File: config.mk
export PLATFORM = sky130hd
export DESIGN_NAME = cse_term
export DESIGN_NICKNAME = d
export VERILOG_FILES = /design/src/rtl/cse_pkg.sv /design/src/rtl/cse_term.sv
export SDC_FILE = /design/constraint.sdc
export NUM_CORES = 2
export LEC_CHECK = 0
export BUFFER_PORTS_ARGS = -buffer_cell sky130_fd_sc_hd__buf_4
export CAP_MARGIN = 5
export CORE_UTILIZATION = 40
export CTS_BUF_LIST = sky130_fd_sc_hd__clkbuf_4 sky130_fd_sc_hd__clkbuf_8 sky130_fd_sc_hd__clkbuf_16
export DETAILED_ROUTE_END_ITERATION = 12
export PLACE_DENSITY_LB_ADDON = 0.25
export SYNTH_ARGS = -nofsm -noshare
export SYNTH_HDL_FRONTEND = slang
export SYNTH_SLANG_ARGS = --single-unit
File: constraint.sdc
create_clock -name clk -period 16.6 [get_ports clk]
set_input_delay 4.15 -clock clk [delete_from_list [all_inputs] [get_ports clk]]
set_output_delay 4.15 -clock clk [all_outputs]
set_load 0.005 [all_outputs]
File: src/rtl/cse_pkg.sv
// Shared types and constants for the Chebyshev series evaluator.
// Field widths, fixed-point formats, stream packing and the pipeline item record.
// No dependencies; every other file imports this package.
`timescale 1ns / 1ps

package cse_pkg;

	// Number of series terms, and therefore of term stages.
	localparam int NUM_TERMS = 10;
	localparam int TERM_W    = $clog2(NUM_TERMS);

	// Field widths fixed by the stream format.
	localparam int IDX_W  = 4;
	localparam int COEF_W = 24;
	localparam int X_W    = 18;
	localparam int OUT_W  = 28;

	// Fixed-point layout: Q1.16 for x and T_k, Q7.16 coefficients.
	localparam int FRAC   = 16;
	localparam int HALF   = 1 << (FRAC - 1);
	localparam int T_W    = X_W;
	localparam int PROD_W = COEF_W + T_W;
	localparam int ACC_W  = PROD_W + $clog2(NUM_TERMS) + 3;
	localparam int RND_W  = ACC_W - FRAC;

	localparam logic signed [T_W-1:0] T_ONE       = T_W'(65536);
	localparam logic signed [T_W-1:0] T_MINUS_ONE = T_W'(-65536);

	// Stream packing, first field in the lowest bits.
	localparam int COEF_LSB   = IDX_W;
	localparam int X_LSB      = COEF_LSB + COEF_W;
	localparam int IN_DATA_W  = ((X_LSB + X_W + 7) / 8) * 8;
	localparam int OUT_DATA_W = ((OUT_W + 7) / 8) * 8;

	typedef enum logic {
		CMD_WRITE = 1'b0,
		CMD_EVAL  = 1'b1
	} cmd_t;

	// One item as it travels down the pipeline. t_a holds T_k and t_b holds
	// T_(k-1) on entry to term stage k; prod is the product of the term before.
	typedef struct packed {
		cmd_t                     cmd;
		logic [IDX_W-1:0]         idx;
		logic signed [COEF_W-1:0] coeff;
		logic signed [T_W-1:0]    x;
		logic signed [T_W-1:0]    t_a;
		logic signed [T_W-1:0]    t_b;
		logic signed [PROD_W-1:0] prod;
		logic signed [ACC_W-1:0]  acc;
		logic                     sat;
	} cse_item_t;

endpackage

File: src/rtl/cse_term.sv
// One term stage of the Chebyshev series pipeline.
// Holds coefficient c_k, forms c_k*T_k, steps the recurrence to T_(k+1) and
// adds the previous term's product to the running sum. Depends on cse_pkg.
`timescale 1ns / 1ps

module cse_term import cse_pkg::*; (
	input  logic              clk,
	input  logic              arst_n,
	input  logic              en,
	input  logic [TERM_W-1:0] term_idx,
	input  logic              prev_valid,
	input  cse_item_t         prev_item,
	output logic              next_valid,
	output cse_item_t         next_item
);

	localparam int XT_W = 2 * T_W;
	localparam int TR_W = XT_W + 1 - FRAC;
	localparam int TD_W = TR_W + 1;

	localparam logic signed [XT_W:0]   XT_HALF = (XT_W + 1)'(HALF);
	localparam logic signed [TD_W-1:0] D_ONE   = TD_W'(65536);
	localparam logic signed [TD_W-1:0] D_MONE  = TD_W'(-65536);

	logic signed [COEF_W-1:0] coef_q;
	logic                     coef_wr;

	logic signed [XT_W-1:0]   xt;
	logic signed [XT_W:0]     xt2r;
	logic signed [TR_W-1:0]   t_rnd;
	logic signed [TD_W-1:0]   t_diff;
	logic signed [T_W-1:0]    t_next;
	logic signed [PROD_W-1:0] prod_c;
	logic signed [ACC_W-1:0]  acc_c;
	cse_item_t                item_c;

	logic      valid_sk;
	cse_item_t item_sk;

	// A coefficient write updates this stage as it passes, so items ahead of
	// it keep the old value and items behind it see the new one.
	assign coef_wr = en && prev_valid && (prev_item.cmd == CMD_WRITE)
		&& (32'(prev_item.idx) == 32'(term_idx));

	always_ff @(posedge clk or negedge arst_n) begin
		if (!arst_n) begin
			coef_q <= '0;
		end else if (coef_wr) begin
			coef_q <= prev_item.coeff;
		end
	end

	always_comb begin
		xt     = $signed(prev_item.x) * $signed(prev_item.t_a);
		xt2r   = $signed({xt, 1'b0}) + XT_HALF;
		t_rnd  = xt2r[XT_W:FRAC];
		t_diff = TD_W'(t_rnd) - TD_W'($signed(prev_item.t_b));
		if (t_diff > D_ONE) begin
			t_next = T_ONE;
		end else if (t_diff < D_MONE) begin
			t_next = T_MINUS_ONE;
		end else begin
			t_next = t_diff[T_W-1:0];
		end
		prod_c = coef_q * $signed(prev_item.t_a);
		acc_c  = $signed(prev_item.acc) + ACC_W'($signed(prev_item.prod));

		item_c      = prev_item;
		item_c.t_a  = t_next;
		item_c.t_b  = prev_item.t_a;
		item_c.prod = prod_c;
		item_c.acc  = acc_c;
	end

	always_ff @(posedge clk or negedge arst_n) begin
		if (!arst_n) begin
			valid_sk <= 1'b0;
		end else if (en) begin
			valid_sk <= prev_valid;
		end
	end

	always_ff @(posedge clk) begin
		if (en) begin
			item_sk <= item_c;
		end
	end

	assign next_valid = valid_sk;
	assign next_item  = item_sk;

endmodule

==> parameters.txt <==
Parameter                              Value

Run status
  Result of the run    finished, final reports clean

Synth
  Post-synth top flop    edfxtp_1
  Yosys synthesis warning count    0
  Synth Area per Inst    between 9 and 10 um^2
  Fraction of registers with async set or reset after synthesis    0.125
  Combined area of all synthesized cells    around 37,000 um^2
  Sequential fraction of the synthesis area    0.157
  Post-synth EDFFs    175
  Synthesized netlist cell count    between 3,000 and 4,000
  Synthesized net count    between 5,000 and 6,000
  Number of distinct library cell variants in the gate-level netlist after synthesis    a little under 90
  Synthesized flop and latch total    200

Global route
  All-layer global routing usage    0.207
  Overflow left after global routing    0
  Initial antenna violation count    3
  Via count of the first global-routing pass    roughly 28,000
  Global-route wire length before repair    about 150,000 um
  Maximum number of pins on one net before global-route repair    a little over 60

Clock network
  Number of buffers added by the clock tree synthesis step    17
  H-tree depth    4
  Resized Gates After CTS    0
  Clock Tree Root    clkbuf_16
  Clk_lat worst skew    roughly 530 ps
  Num Clock Sinks    200
  Post CTS Setup Buffer Count    0
  Maximum count of clock buffers along a single path    2
  CTS tree    built
  Number of buffers inserted by hold repair at cts    0
  Register clock-pin slew on the reported worst setup and hold paths    80 ps

Hold path
  Capture endpoint of the worst hold path    coef_q[14]
  Hold WC Path Type    register to register
  Worst Hold Path Cells    1
  Hold Crit Start    coef_q[14]

Job
  MaxCap Viol Count    0

Worst setup path
  Source of the worst register-to-register timing path    coef_q[12]
  Kind of start point of the critical path    input pin
  Arrival time reported for the critical path endpoint    approximately 13,000 ps
  Crit. End Element    register
  Most Frequent Cell on Critical Path    fa_1
  Biggest fanout along the worst timing path    43
  Critical path start-end classification    input pin to register
  Slowest CP cell    a2111oi_0
  Largest incremental delay on the critical path    790 ps
  Slack of the worst reg-to-reg path    between 9000 and 10,000 ps
  Worst reg2reg endpoint    next_item[91]
  Worst R2R Path Depth    24
  Worst Path Required    between 15,000 and 20,000 ps

Timing
  RSZ-0062 raised after global routing    false
  Setup_tns    0 ps
  Fmax    77.2 MHz
  Pins over their slew limit    0
  Largest clock skew in the final design    between 20 and 25 ps
  Transition time at the pin with the least slew margin    around 840 ps
  Number of hold violations in the final report    0
  Final period util    0.780
  Setup-violating endpoint count in the final report    0
  Shortest period the worst path allows    12,950 ps
  Max-slew headroom    0.424

Floorplanning
  Y dimension of the die    approximately 310 um
  Starting Density    0.406
  Horizontal die dimension    just over 300 um
  Total Die Area    ~95,000 um^2
  FP Rows    111
  Count of pins on the block boundary    ~360
  Core Area    a little over 90,000 um^2

Route
  DR vias/cell    4.96
  Number of vias in the routed layout    between 20,000 and 30,000
  Wire length per cell after detailed routing    ~18 um
  Iter 0 DRT Violations    1,305
  WL final    93,100 um
  Residual DRC    0
  Detailed-router iteration count before antenna repair    5
  Number of nets with antenna violations after detailed routing    0

Placement
  Detail Placement HPWL    73,400 um
  Count of input and output buffers    about 360
  Final RePlAce weighted congestion    0.838

Finish
  Layout cell share with drive strength beyond 1    0.113
  Synthesis-to-finish area growth    11.6%
  Final Net Count    about 5,300
## cell type report
| class | instances | area [um^2] |
|---|---|---|
| fill | 8999 | 50500 |
| sequential | 200 | 5880 |
| inverter | 842 | 3160 |
| multi-input combinational | 2622 | 27800 |
| clock buffer | 19 | 453 |
| clock inverter | 13 | 136 |
| tap | 1243 | 1560 |
| timing repair buffer | 372 | 2800 |
| antenna | 1 | 2.50 |
## critical path, delay by kind of cell
kind / cells / cell delay (ps)
adder cells (fa/ha/maj): 8 / 4100
AO/OA/AOI/OAI: 8 / 2390
AND/OR/NAND/NOR: 9 / 1290
buffers and inverters: 4 / 970
multiplexers: 1 / 250
## kinds of logic after synthesis
logic type / share of synthesized area
flops: 0.157
simple gates: 0.141
compound gates: 0.0627
buf+inv: 0.101
xor+xnor: 0.0376
mux: 0.00869
fa+ha+maj: 0.492
## cells in the final DEF (no fill, tap or decap), types with 14 or more instances in the layout
master and n:
a21o_1 52, a21oi_1 103, and2_1 303, buf_4 371
clkbuf_16 17, dfrtp_1 25, edfxtp_1 175, fa_1 755
ha_1 263, inv_1 842, mux2_2 24, nand2_1 491
nand2b_1 52, nand3_1 17, nand4_1 19, nor2_1 87
nor2b_1 20, nor3_1 16, o21a_1 17, o21ai_0 53
o21bai_1 14, xnor2_1 108, xor2_1 49
## cell usage after synthesis, drive strengths merged (5+ instances only)
cell | count | area [um^2]
a2111oi | 6 | 53.8
a211o | 5 | 43.8
a211oi | 11 | 95.1
a21o | 53 | 405
a21oi | 108 | 567
a221oi | 5 | 43.8
a31oi | 10 | 62.6
and2 | 303 | 1900
and3 | 13 | 81.3
and4 | 5 | 43.8
buf | 7 | 47.6
clkbuf | 153 | 574
dfrtp | 25 | 626
edfxtp | 175 | 5260
fa | 755 | 15100
ha | 263 | 3290
inv | 842 | 3160
mux2 | 25 | 285
nand2 | 492 | 1850
nand2b | 52 | 325
nand3 | 18 | 95.1
nand4 | 19 | 119
nand4b | 6 | 58.8
nor2 | 88 | 338
nor2b | 20 | 125
nor3 | 17 | 90.1
nor3b | 6 | 45.0
o211ai | 14 | 110
o21a | 18 | 136
o21ai | 65 | 340
o21bai | 14 | 105
o31ai | 6 | 50.1
or2 | 5 | 31.3
or3 | 6 | 37.5
xnor2 | 109 | 962
xor2 | 50 | 445
## per-layer routing
layer / global-route usage / share of wire / vias up
met1: 0.260 / 0.41 / 13500
met3: 0.0404 / 0.060 / 68
met5: 0 / 0 / -
li1: - / - / 12100
met4: 0.0463 / 0.016 / 0
met2: 0.368 / 0.51 / 682
## worst max path at each step
stage	cells after the start	from	slack, ps	to
floorplan	36	prev_item[119]	3850	next_item[125]
global placement	34	prev_item[110]	3320	next_item[111]
detailed placement	29	prev_item[114]	3150	next_item[111]
CTS	30	prev_item[114]	3720	next_item[121]
global route	30	prev_item[114]	3030	next_item[121]
finish	30	prev_item[114]	3650	next_item[121]
## sequential cells by signal, summed over array words and instances (netlist names)
| name | cells |
|---|---|
| next_item | 175 |
| next_valid | 1 |
| coef_q | 24 |
## metrics by stage
stage / worst slack [ps] / hold WS, ps / cells / util / area, um^2
2_1_floorplan: 3850 / 517 / 3824 / - / 37400
5_1_grt: 3030 / 530 / 5311 / 0.453 / 41700
3_3_place_gp: 3320 / 492 / 5279 / 0.446 / 41200
6_report: 3650 / 514 / 5312 / 0.453 / 41700
3_5_place_dp: 3150 / 501 / 5279 / 0.446 / 41200
4_1_cts: 3720 / 519 / 5311 / 0.453 / 41700
Power is not shown: default switching activity piles up to over one toggle a cycle in this logic, so the estimate is an artifact.
